===== config.mk =====
export PLATFORM = sky130hd
export DESIGN_NAME = key_driven_cursor_motion
export DESIGN_NICKNAME = d
export VERILOG_FILES = /design/src/hw/rtl/kcm_pkg.sv /design/src/hw/rtl/key_driven_cursor_motion.sv /design/src/hw/rtl/kcm_ctrl.sv /design/src/hw/rtl/kcm_datapath.sv
export SDC_FILE = /design/constraint.sdc
export NUM_CORES = 2
export LEC_CHECK = 0
export BUFFER_PORTS_ARGS = -buffer_cell sky130_fd_sc_hd__buf_2
export CAP_MARGIN = 20
export CORE_ASPECT_RATIO = 2
export CORE_MARGIN = 3
export CORE_UTILIZATION = 54
export DETAILED_ROUTE_END_ITERATION = 8
export PLACE_DENSITY = 0.73
export SLEW_MARGIN = 30
export SYNTH_ARGS = -nofsm -noshare
export SYNTH_HDL_FRONTEND = slang
export SYNTH_HIERARCHICAL = 1
export SYNTH_SLANG_ARGS = --single-unit

===== constraint.sdc =====
create_clock -name clk_i -period 32.2 [get_ports clk_i]
set_input_delay 1.61 -clock clk_i [delete_from_list [all_inputs] [get_ports clk_i]]
set_output_delay 1.61 -clock clk_i [all_outputs]
set_load 0.02 [all_outputs]

===== src/hw/rtl/kcm_pkg.sv =====
// Shared types, constants and helpers for the key driven cursor motion block.
// Used by kcm_ctrl, kcm_datapath and the top level; depends on nothing.
package kcm_pkg;

  localparam int unsigned FracBits  = 16;
  localparam int unsigned Buttons   = 3;
  localparam int unsigned Dirs      = 4;
  localparam int unsigned SpeedW    = 24;
  localparam int unsigned HoldW     = 16;
  localparam int unsigned InW       = 16;
  localparam int unsigned OutW      = 40;
  localparam int unsigned CfgAddrW  = 3;
  localparam int unsigned CfgDataW  = 24;
  localparam int unsigned DivSteps  = FracBits / 2;

  localparam logic [16:0] OneFx     = 17'(1 << FracBits);
  localparam logic [16:0] FactorMin = 17'((1 << FracBits) / 100);

  localparam logic [1:0] DirUp    = 2'd0;
  localparam logic [1:0] DirDown  = 2'd1;
  localparam logic [1:0] DirLeft  = 2'd2;
  localparam logic [1:0] DirRight = 2'd3;

  localparam logic [2:0] RegBase  = 3'd0;
  localparam logic [2:0] RegTop   = 3'd1;
  localparam logic [2:0] RegAccel = 3'd2;
  localparam logic [2:0] RegRise  = 3'd3;
  localparam logic [2:0] RegFall  = 3'd4;
  localparam logic [2:0] RegFine  = 3'd5;
  localparam logic [2:0] RegWheel = 3'd6;
  localparam logic [2:0] RegFloor = 3'd7;

  typedef enum logic [3:0] {
    OP_NONE, OP_LATCH, OP_LOAD, OP_DIV, OP_SQ, OP_CUBE, OP_BASE, OP_TOP,
    OP_SUM, OP_FINE, OP_FIX, OP_STEP, OP_UPD, OP_WMUL, OP_WACC, OP_FIN
  } kcm_op_e;

  typedef struct packed {
    kcm_op_e    op;
    logic [1:0] dir;
  } kcm_cmd_t;

  typedef struct packed {
    logic enabled;
    logic held;
  } kcm_sts_t;

  function automatic logic [SpeedW-1:0] sat24(input logic [25:0] v);
    sat24 = (v > 26'hFFFFFF) ? 24'hFFFFFF : v[SpeedW-1:0];
  endfunction

endpackage


===== src/hw/rtl/key_driven_cursor_motion.sv =====
// Top level of the key driven cursor motion block.
// Depends on kcm_pkg, kcm_ctrl and kcm_datapath.
//
// One input item is one tick of key states; it yields exactly one result item
// with pixel deltas, button edge masks and a wheel step. The time an item takes
// grows with each direction key held and is shortest with motion disabled,
// set by the per-direction pass through the one shared 24x17 multiplier and
// the two-bit-per-cycle divider for the hold ratio.
// A finished result waits in the output register while the next item is taken.
module key_driven_cursor_motion import kcm_pkg::*; (
  input  logic                clk_i,
  input  logic                rst_ni,
  input  logic                s_axis_tvalid,
  output logic                s_axis_tready,
  // [0] motion_enabled, [1] fine_mode, [5:2] move_keys, [8:6] click_keys,
  // [9] scroll_up_key, [10] scroll_down_key, rest zero
  input  logic [InW-1:0]      s_axis_tdata,
  output logic                m_axis_tvalid,
  input  logic                m_axis_tready,
  // [9:0] delta_x, [19:10] delta_y, [22:20] press_mask, [25:23] release_mask,
  // [35:26] wheel step, rest zero
  output logic [OutW-1:0]     m_axis_tdata,
  input  logic                cfg_we_i,
  input  logic [CfgAddrW-1:0] cfg_addr_i,
  input  logic [CfgDataW-1:0] cfg_wdata_i
);

  kcm_cmd_t cmd;
  kcm_sts_t sts;

  kcm_ctrl u_ctrl (
    .clk_i       (clk_i),
    .rst_ni      (rst_ni),
    .in_valid_i  (s_axis_tvalid),
    .in_ready_o  (s_axis_tready),
    .out_valid_o (m_axis_tvalid),
    .out_ready_i (m_axis_tready),
    .sts_i       (sts),
    .cmd_o       (cmd)
  );

  kcm_datapath u_dp (
    .clk_i       (clk_i),
    .rst_ni      (rst_ni),
    .cfg_we_i    (cfg_we_i),
    .cfg_addr_i  (cfg_addr_i),
    .cfg_wdata_i (cfg_wdata_i),
    .in_data_i   (s_axis_tdata),
    .cmd_i       (cmd),
    .sts_o       (sts),
    .out_data_o  (m_axis_tdata)
  );

`ifndef SYNTHESIS
  a_busy_after_accept: assert property (@(posedge clk_i) disable iff (!rst_ni)
    (s_axis_tvalid && s_axis_tready) |=> !s_axis_tready)
    else $error("input taken again right after accept");

  a_masks_disjoint: assert property (@(posedge clk_i) disable iff (!rst_ni)
    m_axis_tvalid |-> ((m_axis_tdata[22:20] & m_axis_tdata[25:23]) == 3'd0))
    else $error("button both pressed and released");

  a_dx_range: assert property (@(posedge clk_i) disable iff (!rst_ni)
    m_axis_tvalid |-> ($signed(m_axis_tdata[9:0]) <= 10'sd257 &&
                       $signed(m_axis_tdata[9:0]) >= -10'sd257))
    else $error("delta_x out of range");

  a_wheel_step_multiple: assert property (@(posedge clk_i) disable iff (!rst_ni)
    (m_axis_tvalid && m_axis_tdata[35:26] != 10'd0) |-> m_axis_tdata[29:26] == 4'd0 ||
     m_axis_tdata[29:26] == 4'd8)
    else $error("wheel step not a multiple of eight");
`endif

endmodule


===== src/hw/rtl/kcm_ctrl.sv =====
// Sequencer for the cursor motion block: walks the four directions and the wheel.
// Depends on kcm_pkg; drives kcm_datapath through kcm_cmd_t.
module kcm_ctrl import kcm_pkg::*; (
  input  logic     clk_i,
  input  logic     rst_ni,
  input  logic     in_valid_i,
  output logic     in_ready_o,
  output logic     out_valid_o,
  input  logic     out_ready_i,
  input  kcm_sts_t sts_i,
  output kcm_cmd_t cmd_o
);

  localparam logic [3:0] S_IDLE = 4'd0;
  localparam logic [3:0] S_CHK  = 4'd1;
  localparam logic [3:0] S_LOAD = 4'd2;
  localparam logic [3:0] S_DIV  = 4'd3;
  localparam logic [3:0] S_SQ   = 4'd4;
  localparam logic [3:0] S_CUBE = 4'd5;
  localparam logic [3:0] S_BASE = 4'd6;
  localparam logic [3:0] S_TOP  = 4'd7;
  localparam logic [3:0] S_SUM  = 4'd8;
  localparam logic [3:0] S_FINE = 4'd9;
  localparam logic [3:0] S_FIX  = 4'd10;
  localparam logic [3:0] S_STEP = 4'd11;
  localparam logic [3:0] S_UPD  = 4'd12;
  localparam logic [3:0] S_WMUL = 4'd13;
  localparam logic [3:0] S_WACC = 4'd14;
  localparam logic [3:0] S_FIN  = 4'd15;

  localparam int unsigned CntW = $clog2(DivSteps);

  logic [3:0]      state_q, state_d;
  logic [1:0]      dir_q, dir_d;
  logic [CntW-1:0] cnt_q, cnt_d;
  logic            ovalid_q, ovalid_d;
  logic            slot_free;

  assign slot_free   = !ovalid_q || out_ready_i;
  assign in_ready_o  = (state_q == S_IDLE);
  assign out_valid_o = ovalid_q;

  always_comb begin
    state_d   = state_q;
    dir_d     = dir_q;
    cnt_d     = cnt_q;
    ovalid_d  = ovalid_q && !out_ready_i;
    cmd_o.op  = OP_NONE;
    cmd_o.dir = dir_q;
    unique case (state_q)
      S_IDLE: begin
        if (in_valid_i) begin
          cmd_o.op = OP_LATCH;
          state_d  = S_CHK;
        end
      end
      S_CHK: begin
        dir_d   = DirUp;
        state_d = sts_i.enabled ? S_LOAD : S_FIN;
      end
      S_LOAD: begin
        cmd_o.op = OP_LOAD;
        cnt_d    = '0;
        state_d  = sts_i.held ? S_DIV : S_STEP;
      end
      S_DIV: begin
        cmd_o.op = OP_DIV;
        cnt_d    = cnt_q + 1'b1;
        if (cnt_q == CntW'(DivSteps - 1)) state_d = S_SQ;
      end
      S_SQ:   begin cmd_o.op = OP_SQ;   state_d = S_CUBE; end
      S_CUBE: begin cmd_o.op = OP_CUBE; state_d = S_BASE; end
      S_BASE: begin cmd_o.op = OP_BASE; state_d = S_TOP;  end
      S_TOP:  begin cmd_o.op = OP_TOP;  state_d = S_SUM;  end
      S_SUM:  begin cmd_o.op = OP_SUM;  state_d = S_FINE; end
      S_FINE: begin cmd_o.op = OP_FINE; state_d = S_FIX;  end
      S_FIX:  begin cmd_o.op = OP_FIX;  state_d = S_STEP; end
      S_STEP: begin cmd_o.op = OP_STEP; state_d = S_UPD;  end
      S_UPD: begin
        cmd_o.op = OP_UPD;
        if (dir_q == DirRight) begin
          state_d = S_WMUL;
        end else begin
          dir_d   = dir_q + 1'b1;
          state_d = S_LOAD;
        end
      end
      S_WMUL: begin cmd_o.op = OP_WMUL; state_d = S_WACC; end
      S_WACC: begin cmd_o.op = OP_WACC; state_d = S_FIN;  end
      S_FIN: begin
        // hold the result until the output register can take it
        if (slot_free) begin
          cmd_o.op = OP_FIN;
          ovalid_d = 1'b1;
          state_d  = S_IDLE;
        end
      end
      default: state_d = S_IDLE;
    endcase
  end

  always_ff @(posedge clk_i or negedge rst_ni) begin
    if (!rst_ni) begin
      state_q  <= S_IDLE;
      dir_q    <= DirUp;
      cnt_q    <= '0;
      ovalid_q <= 1'b0;
    end else begin
      state_q  <= state_d;
      dir_q    <= dir_d;
      cnt_q    <= cnt_d;
      ovalid_q <= ovalid_d;
    end
  end

endmodule


===== src/hw/rtl/kcm_datapath.sv =====
// Datapath: config registers, per-direction state, shared multiplier, divider, accumulators.
// Depends on kcm_pkg; steered by kcm_ctrl through kcm_cmd_t.
module kcm_datapath import kcm_pkg::*; (
  input  logic                clk_i,
  input  logic                rst_ni,
  input  logic                cfg_we_i,
  input  logic [CfgAddrW-1:0] cfg_addr_i,
  input  logic [CfgDataW-1:0] cfg_wdata_i,
  input  logic [InW-1:0]      in_data_i,
  input  kcm_cmd_t            cmd_i,
  output kcm_sts_t            sts_o,
  output logic [OutW-1:0]     out_data_o
);

  // configuration
  logic [23:0] base_q, top_q, wheel_q;
  logic [15:0] accel_q, floor_q;
  logic [16:0] rise_q, fall_q, fine_q;

  // latched item
  logic             en_q, finem_q, sup_q, sdn_q;
  logic [3:0]       keys_q;
  logic [Buttons-1:0] clk_keys_q;

  // motion state
  logic [HoldW-1:0]  hold_q  [Dirs];
  logic [SpeedW-1:0] speed_q [Dirs];
  logic signed [16:0] fx_q, fy_q;
  logic signed [25:0] wacc_q;
  logic [Buttons-1:0] btn_q;

  // working registers
  logic [15:0] rem_q, quo_q;
  logic        tsat_q, up_q;
  logic [16:0] u_q, cube_q;
  logic [40:0] acc_q, prod_q;
  logic [23:0] target_q, d_q;
  logic [OutW-1:0] out_q;

  logic [23:0] mul_a;
  logic [16:0] mul_b;
  logic [15:0] accel;
  logic [HoldW-1:0] hold_cur, hold_inc;
  logic [SpeedW-1:0] speed_cur;

  assign accel     = (accel_q == '0) ? 16'd1 : accel_q;
  assign hold_cur  = hold_q[cmd_i.dir];
  assign speed_cur = speed_q[cmd_i.dir];
  assign hold_inc  = (hold_cur == '1) ? hold_cur : hold_cur + 1'b1;

  assign sts_o.enabled = en_q;
  assign sts_o.held    = keys_q[cmd_i.dir];
  assign out_data_o    = out_q;

  // two restoring division steps per cycle
  logic [16:0] r1, r2;
  logic [15:0] r1b;
  logic        ge1, ge2;
  always_comb begin
    r1  = {rem_q, 1'b0};
    ge1 = r1 >= {1'b0, accel};
    r1b = ge1 ? 16'(r1 - {1'b0, accel}) : r1[15:0];
    r2  = {r1b, 1'b0};
    ge2 = r2 >= {1'b0, accel};
  end

  logic [16:0] t_val, u_val;
  assign t_val = tsat_q ? OneFx : {1'b0, quo_q};
  assign u_val = OneFx - t_val;

  logic [41:0] mix_sum;
  assign mix_sum = {1'b0, acc_q} + {1'b0, prod_q};

  // smoothing step
  logic        gt;
  logic [16:0] factor_raw, factor;
  logic [40:0] step_sum;
  logic [23:0] step, speed_new;
  always_comb begin
    gt         = target_q > speed_cur;
    factor_raw = gt ? rise_q : fall_q;
    if (factor_raw < FactorMin)  factor = FactorMin;
    else if (factor_raw > OneFx) factor = OneFx;
    else                         factor = factor_raw;
    step_sum  = prod_q + 41'hFFFF;
    step      = step_sum[39:16];
    speed_new = up_q ? speed_cur + step : speed_cur - step;
    if (target_q == '0 && speed_new < {8'd0, floor_q}) speed_new = '0;
  end

  logic [23:0] rate;
  assign rate = finem_q ? sat24({1'b0, prod_q[40:16]}) : wheel_q;

  always_comb begin
    mul_a = '0;
    mul_b = '0;
    unique case (cmd_i.op)
      OP_SQ:   begin mul_a = {7'd0, u_val};          mul_b = u_val;          end
      OP_CUBE: begin mul_a = {7'd0, prod_q[32:16]};  mul_b = u_q;            end
      OP_BASE: begin mul_a = base_q;                 mul_b = prod_q[32:16];  end
      OP_TOP:  begin mul_a = top_q;                  mul_b = OneFx - cube_q; end
      OP_FINE: begin mul_a = target_q;               mul_b = fine_q;         end
      OP_STEP: begin
        mul_a = gt ? target_q - speed_cur : speed_cur - target_q;
        mul_b = factor;
      end
      OP_WMUL: begin mul_a = wheel_q;                mul_b = fine_q;         end
      default: ;
    endcase
  end

  // end of item: pixel split, wheel split, button edges
  logic signed [25:0] ax, ay;
  logic signed [9:0]  qx, qy, dqx, dqy, wdelta;
  logic signed [16:0] rx, ry, wrem_s;
  logic [24:0] wa0, wa1, wa2, wa3;
  logic [2:0]  wq;
  logic [9:0]  wmag;
  logic signed [25:0] wacc_new;
  logic [Buttons-1:0] press, rel_mask;

  function automatic logic signed [9:0] px_quot(input logic signed [25:0] a);
    logic signed [9:0] q;
    q = 10'(a >>> FracBits);
    if (a[25] && a[15:0] != '0) q = q + 10'sd1;
    px_quot = q;
  endfunction

  localparam logic [24:0] WUnit = 25'(40 << FracBits);

  always_comb begin
    ax  = $signed({2'b0, speed_q[DirRight]}) - $signed({2'b0, speed_q[DirLeft]})
          + 26'(fx_q);
    ay  = $signed({2'b0, speed_q[DirDown]}) - $signed({2'b0, speed_q[DirUp]})
          + 26'(fy_q);
    dqx = px_quot(ax);
    dqy = px_quot(ay);
    qx  = dqx;
    qy  = dqy;
    rx  = 17'(ax - (26'(qx) <<< FracBits));
    ry  = 17'(ay - (26'(qy) <<< FracBits));
    wa0 = wacc_q[25] ? 25'(-wacc_q) : wacc_q[24:0];
    wq[2] = wa0 >= (WUnit << 2);
    wa1 = wq[2] ? wa0 - (WUnit << 2) : wa0;
    wq[1] = wa1 >= (WUnit << 1);
    wa2 = wq[1] ? wa1 - (WUnit << 1) : wa1;
    wq[0] = wa2 >= WUnit;
    wa3 = wq[0] ? wa2 - WUnit : wa2;
    wrem_s   = 17'(0);
    wacc_new = wacc_q[25] ? -$signed({1'b0, wa3}) : $signed({1'b0, wa3});
    wmag   = {2'b0, wq, 5'd0} + {4'b0, wq, 3'd0};
    wdelta = wacc_q[25] ? -$signed(wmag) : $signed(wmag);
    press    = clk_keys_q & ~btn_q;
    rel_mask = btn_q & ~clk_keys_q;
  end

  always_ff @(posedge clk_i) begin
    prod_q <= {17'd0, mul_a} * {24'd0, mul_b};
    unique case (cmd_i.op)
      OP_LOAD: begin
        tsat_q   <= hold_inc >= accel;
        rem_q    <= hold_inc;
        quo_q    <= '0;
        target_q <= '0;
      end
      OP_DIV: begin
        rem_q <= ge2 ? 16'(r2 - {1'b0, accel}) : r2[15:0];
        quo_q <= {quo_q[13:0], ge1, ge2};
      end
      OP_SQ:   u_q    <= u_val;
      OP_BASE: cube_q <= prod_q[32:16];
      OP_TOP:  acc_q  <= prod_q;
      OP_SUM:  target_q <= sat24(mix_sum[41:16]);
      OP_FIX:  if (finem_q) target_q <= sat24({1'b0, prod_q[40:16]});
      // move up when the target is at or above the current speed
      OP_STEP: up_q <= (target_q >= speed_cur);
      OP_FIN: begin
        if (en_q) out_q <= {4'd0, wdelta, rel_mask, press, dqy, dqx};
        else      out_q <= {4'd0, 10'd0, btn_q, 3'd0, 10'd0, 10'd0};
      end
      default: ;
    endcase
  end

  integer i;
  always_ff @(posedge clk_i or negedge rst_ni) begin
    if (!rst_ni) begin
      base_q  <= 24'd109227;
      top_q   <= 24'd819200;
      accel_q <= 16'd60;
      rise_q  <= 17'd19661;
      fall_q  <= 17'd26214;
      fine_q  <= 17'd16384;
      wheel_q <= 24'd327680;
      floor_q <= 16'd273;
      en_q <= 1'b0; finem_q <= 1'b0; sup_q <= 1'b0; sdn_q <= 1'b0;
      keys_q <= '0; clk_keys_q <= '0;
      for (i = 0; i < Dirs; i++) begin
        hold_q[i]  <= '0;
        speed_q[i] <= '0;
      end
      fx_q <= '0; fy_q <= '0; wacc_q <= '0; btn_q <= '0;
    end else begin
      if (cfg_we_i) begin
        unique case (cfg_addr_i)
          RegBase:  base_q  <= cfg_wdata_i;
          RegTop:   top_q   <= cfg_wdata_i;
          RegAccel: accel_q <= cfg_wdata_i[15:0];
          RegRise:  rise_q  <= cfg_wdata_i[16:0];
          RegFall:  fall_q  <= cfg_wdata_i[16:0];
          RegFine:  fine_q  <= cfg_wdata_i[16:0];
          RegWheel: wheel_q <= cfg_wdata_i;
          RegFloor: floor_q <= cfg_wdata_i[15:0];
          default: ;
        endcase
      end
      unique case (cmd_i.op)
        OP_LATCH: begin
          en_q       <= in_data_i[0];
          finem_q    <= in_data_i[1];
          keys_q     <= in_data_i[5:2];
          clk_keys_q <= in_data_i[8:6];
          sup_q      <= in_data_i[9];
          sdn_q      <= in_data_i[10];
        end
        OP_LOAD: hold_q[cmd_i.dir] <= keys_q[cmd_i.dir] ? hold_inc : '0;
        OP_UPD:  speed_q[cmd_i.dir] <= speed_new;
        OP_WACC: begin
          if (sup_q && !sdn_q)      wacc_q <= wacc_q + $signed({2'b0, rate});
          else if (sdn_q && !sup_q) wacc_q <= wacc_q - $signed({2'b0, rate});
        end
        OP_FIN: begin
          if (en_q) begin
            fx_q   <= rx;
            fy_q   <= ry;
            wacc_q <= wacc_new + 26'(wrem_s);
            btn_q  <= clk_keys_q;
          end else begin
            for (i = 0; i < Dirs; i++) begin
              hold_q[i]  <= '0;
              speed_q[i] <= '0;
            end
            fx_q <= '0; fy_q <= '0; wacc_q <= '0; btn_q <= '0;
          end
        end
        default: ;
      endcase
    end
  end

endmodule


Yosys cells after proc, flatten, opt, wreduce, memory -nomap -nowiden:

Cells that the tools add are included.

* register bits: 613
* memories: 0
* input bits: 48
* RAM bits: 0
* ROM bits: 0
* latch bits: 0

* order comparisons: 16
* reductions and logical operators: 40
* bitwise operators: 5
* add/sub/neg operators: 30
* multiplexer cells: 70
* eq/ne operators: 47
* multiply operators: 1
* shifts and indexed selects: 0
* div/mod/pow operators: 0

Operators with widths (number)
* 2-to-1 mux 24 bit: 10
* case mux 96 bit (2 select lines): 1
* case mux 24 bit (7 select lines): 1
* 2-to-1 mux 26 bit: 5
* 2-to-1 mux 16 bit: 8
* case mux 64 bit (2 select lines): 1
* 2-to-1 mux 17 bit: 6
* case mux 17 bit (6 select lines): 1
* 2-to-1 mux 25 bit: 4
* bitwise mux 96 bit: 1
* 2-to-1 mux 96 bit: 1
* case mux 24 bit (3 select lines): 1
* subtractor 24 bit: 3
* bitwise mux 64 bit: 1
* equality test 4 bit, second input constant: 16
* 2-to-1 mux 64 bit: 1
* case mux 16 bit (2 select lines): 2
* case mux 4 bit (16 select lines): 1
* case mux 4 bit (15 select lines): 1
* adder 25 x 17 -> 26 bit: 2
* case mux 26 bit (2 select lines): 1
* subtractor 24 x 24 -> 25 bit: 2
* binary-select mux 24 bit (select 2 bit): 1
* demux 24 bit (select 2 bit): 1
* other kinds (72): 137

Longest topological paths before layout:

* depth in word-level cells: 12
* depth in mapped cells: 53
* gate-level depth less buffers: 44

Cells and area by module:

Netlist, hierarchy kept.

By module, submodules not included
* kcm_datapath: area an instance 54679.9 µm², times used 1, seq. area each 15588.7 µm², cells each 5964
* kcm_ctrl: area an instance 713.2 µm², times used 1, seq. area each 250.2 µm², cells each 84

Least setup slack after synthesis:

Ideal clock, no wire load.

* path type: reg-to-reg
* from: register u_ctrl.dir_q[0]
* to: register u_dp.prod_q[39]
* data arrival time: 12.689 ns
* setup slack: 19.439 ns
* buffers on the path: 9
* cell stages (with the launch flop): 46
* setup time: 0.072 ns
* cells stage by stage: dfrtp_1 clkbuf_1 buf_1 clkbuf_1 buf_1 mux4_2 ha_1 buf_2 nand4_1 or3_1 o31a_1 o21a_1 nor2_1 buf_2 buf_2 o31ai_1 o221ai_1 nand2_1 (+10 left out) inv_1 fa_1 fa_1 inv_1 fa_1 inv_1 ha_1 clkbuf_1 and2_1 o21ai_0 o211ai_1 o41a_1 a2111oi_0 o31a_1 o211ai_1 a31o_2 o41ai_1 xnor2_1

* longest elaborated chain between the ends: 11

Ends and longest elaborated chain
* start: declaration: RTL line kcm_ctrl.sv:34 `logic [1:0] dir_q, dir_d;`
* start signal: assignment: RTL line kcm_ctrl.sv:105 `dir_q <= DirUp;`
* start signal: assignment: RTL line kcm_ctrl.sv:110 `dir_q <= dir_d;`
* inverter 2 -> 3 bit (not written as such) *: RTL line kcm_datapath.sv:48 `assign speed_cur = speed_q[cmd_i.dir];`
* binary-select mux 24 bit (select 2 bit) *: RTL line kcm_datapath.sv:48
* 2-to-1 mux 24 bit (not written as such) * (2 in a row): RTL line kcm_datapath.sv:48
* > comparator 24 bit: RTL line kcm_datapath.sv:80 `gt = target_q > speed_cur;`
* 2-to-1 mux 17 bit: RTL line kcm_datapath.sv:81 `factor_raw = gt ? rise_q : fall_q;`
* > comparator 17 bit: RTL line kcm_datapath.sv:83 `else if (factor_raw > OneFx) factor = OneFx;`
* 2-to-1 mux 17 bit: RTL line kcm_datapath.sv:83
* 2-to-1 mux 17 bit: RTL line kcm_datapath.sv:82 `if (factor_raw < FactorMin) factor = FactorMin;`
* case mux 17 bit (6 select lines): RTL line kcm_datapath.sv:97 `unique case (cmd_i.op)`
* multiplier 24 x 17 -> 41 bit *: RTL line kcm_datapath.sv:158 `prod_q <= {17'd0, mul_a} * {24'd0, mul_b};`
* end signal: assignment: RTL line kcm_datapath.sv:158
* end: declaration: RTL line kcm_datapath.sv:36 `logic [40:0] acc_q, prod_q;`

Mark *: on every way between the ends. The rest lies on a longest branch, timed or not. The select of a mux whose other input is x is not followed.
A chain may end at the register's enable or synchronous reset.

Worst setup path after layout:

Ends and elaborated chain as after synthesis.

==> flow_summary.ini <==
[run_status]
status = finished clean

[detailed_routing]
dr.pass1.iters = 9
drc = 0
wl_mm = 176
wl_per_cell_um = 23.8
final_antenna_net_count = 0
vias_per_cell = 6.30
route.vias.total = 46700
dr.first_iter.drc_count = 3440

[timing]
tightestPinTransition_ns = 1.02
fmax_mhz = 67.8
final.setup_skew_ns = 0.0633
hold_viol_final = 0
rsz0062_at_grt = false
worst_slack_ns = 17.45
setup_viol = 0
slew_viol_final = 0
relSlewSlack = 0.308
finalCriticalPeriod_ns = 14.75
fin_tns_setup_ns = 0
post-route-period-util = 0.458

[grt]
antenna_found_initial = 15
grtUsageTotal = 0.330
grt_pass1_wl_mm = 271
grt_pass1_vias = 48300
gr-total-overflow = 0
grt_max_degree = 105

[worst_setup_path]
critical_path_required_ns = 32.79
critical_path.max_fanout = 41
crit_buf_inv = 8
path_delay_family = compound AO/OA/AOI/OAI gates
cp-end-kind = flip-flop
max_stage_delay_ns = 0.83
crit_arrival_ns = 15.34
start_kind = flip-flop
critPathSlowestCell = a2111oi_0
worstSetupPathType = flip-flop to flip-flop
critPathMostFrequentCell = fa_1

[cts]
clk_path_buf_depth = 3
postCtsHoldBufs = 0
cts_tree = done
cts.sinks = 606
numCtsBuffers = 56
cts_resized = 0
clk_pin_slew_worst_paths_ns = 0.07
cts.root.buffer_cell = clkbuf_16
htree_levels = 2
cts_setup_buffers = 0
clk_latency_ns = 0.71

[place]
hpwl_mm = 136
portBuffers = 77
gp_congestion = 1.03
dp_slack_ns = 17.71
place_area_um2 = 57400

[floorplanning]
die_x_um = 232
io_pins = 90
fp.dieArea_um2 = 107000
initial_utilization = 0.546
die_height_um = 459
rows = 165
coreArea_um2 = 101000

[logic_synthesis]
ys_types = 118
synth_edf_count = 166
synth_seq_cells = 606
syn_area_um2 = 55400
yosysWarnings = 6
ys_async_sr_fraction = 0.658
yosysTopAreaCell = dfrtp_1
avgSynthCellArea_um2 = 9.16
synth_top_cell_area_share = 0.163
syn_inst = 6048
yosysSeqAreaShare = 0.286
synthTopCellsByArea = dfrtp_1, fa_1, ha_1, edfxtp_1, nand2_1
synth_ff_type = dfrtp_1

[final_layout]
final_cell_area_um2 = 59400
drive_above_1_share = 0.104
area_growth_pct = 7.21
fin_nets = 6843

[hold_path]
min-delay-path-class = flip-flop to flip-flop

[run]
cap_violations = 0
## cell families after synthesis
| kind of cell | share of synthesized area |
|---|---|
| muxes | 0.0572 |
| AOI/OAI and AO/OA | 0.164 |
| and+or+nand+nor | 0.157 |
| other | 0.0000677 |
| xor gates and xnor gates | 0.0517 |
| adders and majority gates | 0.219 |
| buffers and inverters | 0.0656 |
| DFF | 0.286 |
## cell usage after synthesis (all sizes together) (40+ instances only)
cell type,count
a21o,106
a21oi,278
a22o,72
a22oi,43
a31oi,46
a32o,64
and2,152
buf,45
clkbuf,219
dfrtp,360
dfxtp,41
edfxtp,166
fa,338
ha,428
inv,678
mux2,157
mux2i,50
mux4,40
nand2,696
nand2b,40
nand3,97
nand4,44
nor2,395
nor2b,52
nor3,139
nor4,48
o21a,55
o21ai,310
xnor2,218
xor2,104
## path summary, 6_finish.rpt
path,start,to,slack [ns],cells after the start
min in group asynchronous,rst_ni,u_dp/keys_q[3],0.95,1
max in group asynchronous,rst_ni,u_dp/wheel_q[11],28.26,5
min reg2reg,u_dp/prod_q[9],u_dp/acc_q[9],0.46,0
max reg2reg,u_ctrl/dir_q[0],u_dp/prod_q[39],17.45,42
max,u_ctrl/dir_q[0],u_dp/prod_q[39],17.45,42
min,u_dp/prod_q[9],u_dp/acc_q[9],0.46,0
## area by class of cell
cell class	instances	area, µm²
multi-input cells	4502	36100
inverters	682	2560
diodes	8	20.0
clock inverters	28	298
well taps	1336	1670
repair buffers	181	1220
flip-flops and latches	606	15800
fillers	8722	42000
clock buffers	77	1620
## routing by layer
| metal | GRT usage | vias to the layer above | routed length [µm] |
|---|---|---|---|
| met2 | 0.582 | 1810 | 88500 |
| met3 | 0.0470 | 782 | 10000 |
| li1 | - | 21000 | - |
| met5 | 0 | - | 83 |
| met4 | 0.296 | 12 | 19700 |
| met1 | 0.333 | 23200 | 58100 |
## layout by cell type, fill, tap and decap left out, types with 24 or more instances in the layout
master     synthesis  final
mux2_2           157    157
o21a_1            54     54
buf_4             11     96
o21ai_0          299    296
xor2_1           102    102
nor2b_1           52     52
a222oi_1          24     24
nand4_1           43     43
and2_1           152    152
nor2_1           393    387
a22oi_1           43     43
or3_1             35     35
dfrtp_1          360    357
o31ai_1           28     27
a22o_1            72     72
dfxtp_1           41     41
a21o_1           105    105
nor3_1           138    131
a31oi_1           45     45
ha_1             428    428
nand3_1           96     96
nand2b_1          39     39
nand2_1          696    692
o22ai_1           31     31
nor4_1            46     45
or2_2             28     28
xnor2_1          216    216
a32o_1            64     64
edfxtp_1         166    166
dfstp_2           39     39
a21oi_1          278    278
fa_1             338    338
inv_1            675    675
mux2i_1           50     49
clkbuf_16          0     59
mux4_2            40     40
o2111ai_1         35     30
buf_2             21     76
o211ai_1          24     24
and3_1            37     37
## stage by stage
step	cells	util	hold WS [ns]
global route	7414	0.586	0.486
global placement	7301	0.566	0.448
floorplan	6054	-	0.431
CTS	7410	0.585	0.465
finish	7420	0.586	0.464
detailed placement	7305	0.566	0.455
## worst reg2reg max path: cells and delay by family, from the launching register on
family                     cells  cell delay (ns)
adders and majority gates      9             3.98
AOI/OAI and AO/OA             17             5.72
muxes                          2             1.05
and+or+nand+nor                5             1.54
buffers and inverters          8             1.54
xor gates and xnor gates       1             0.17
DFF                            1             0.60
## sequential cells by signal, indices dropped and copies added, names as in the netlist, 26 cells and up
name / flops
u_dp/speed_q: 96
u_dp/hold_q: 64
u_dp/acc_q: 41
u_dp/prod_q: 41
u_dp/out_data_o: 33
u_dp/wacc_q: 26
Power is left out: the tool's default activity adds up to more than one toggle a clock period on the data nets, which glitch-free logic cannot reach.
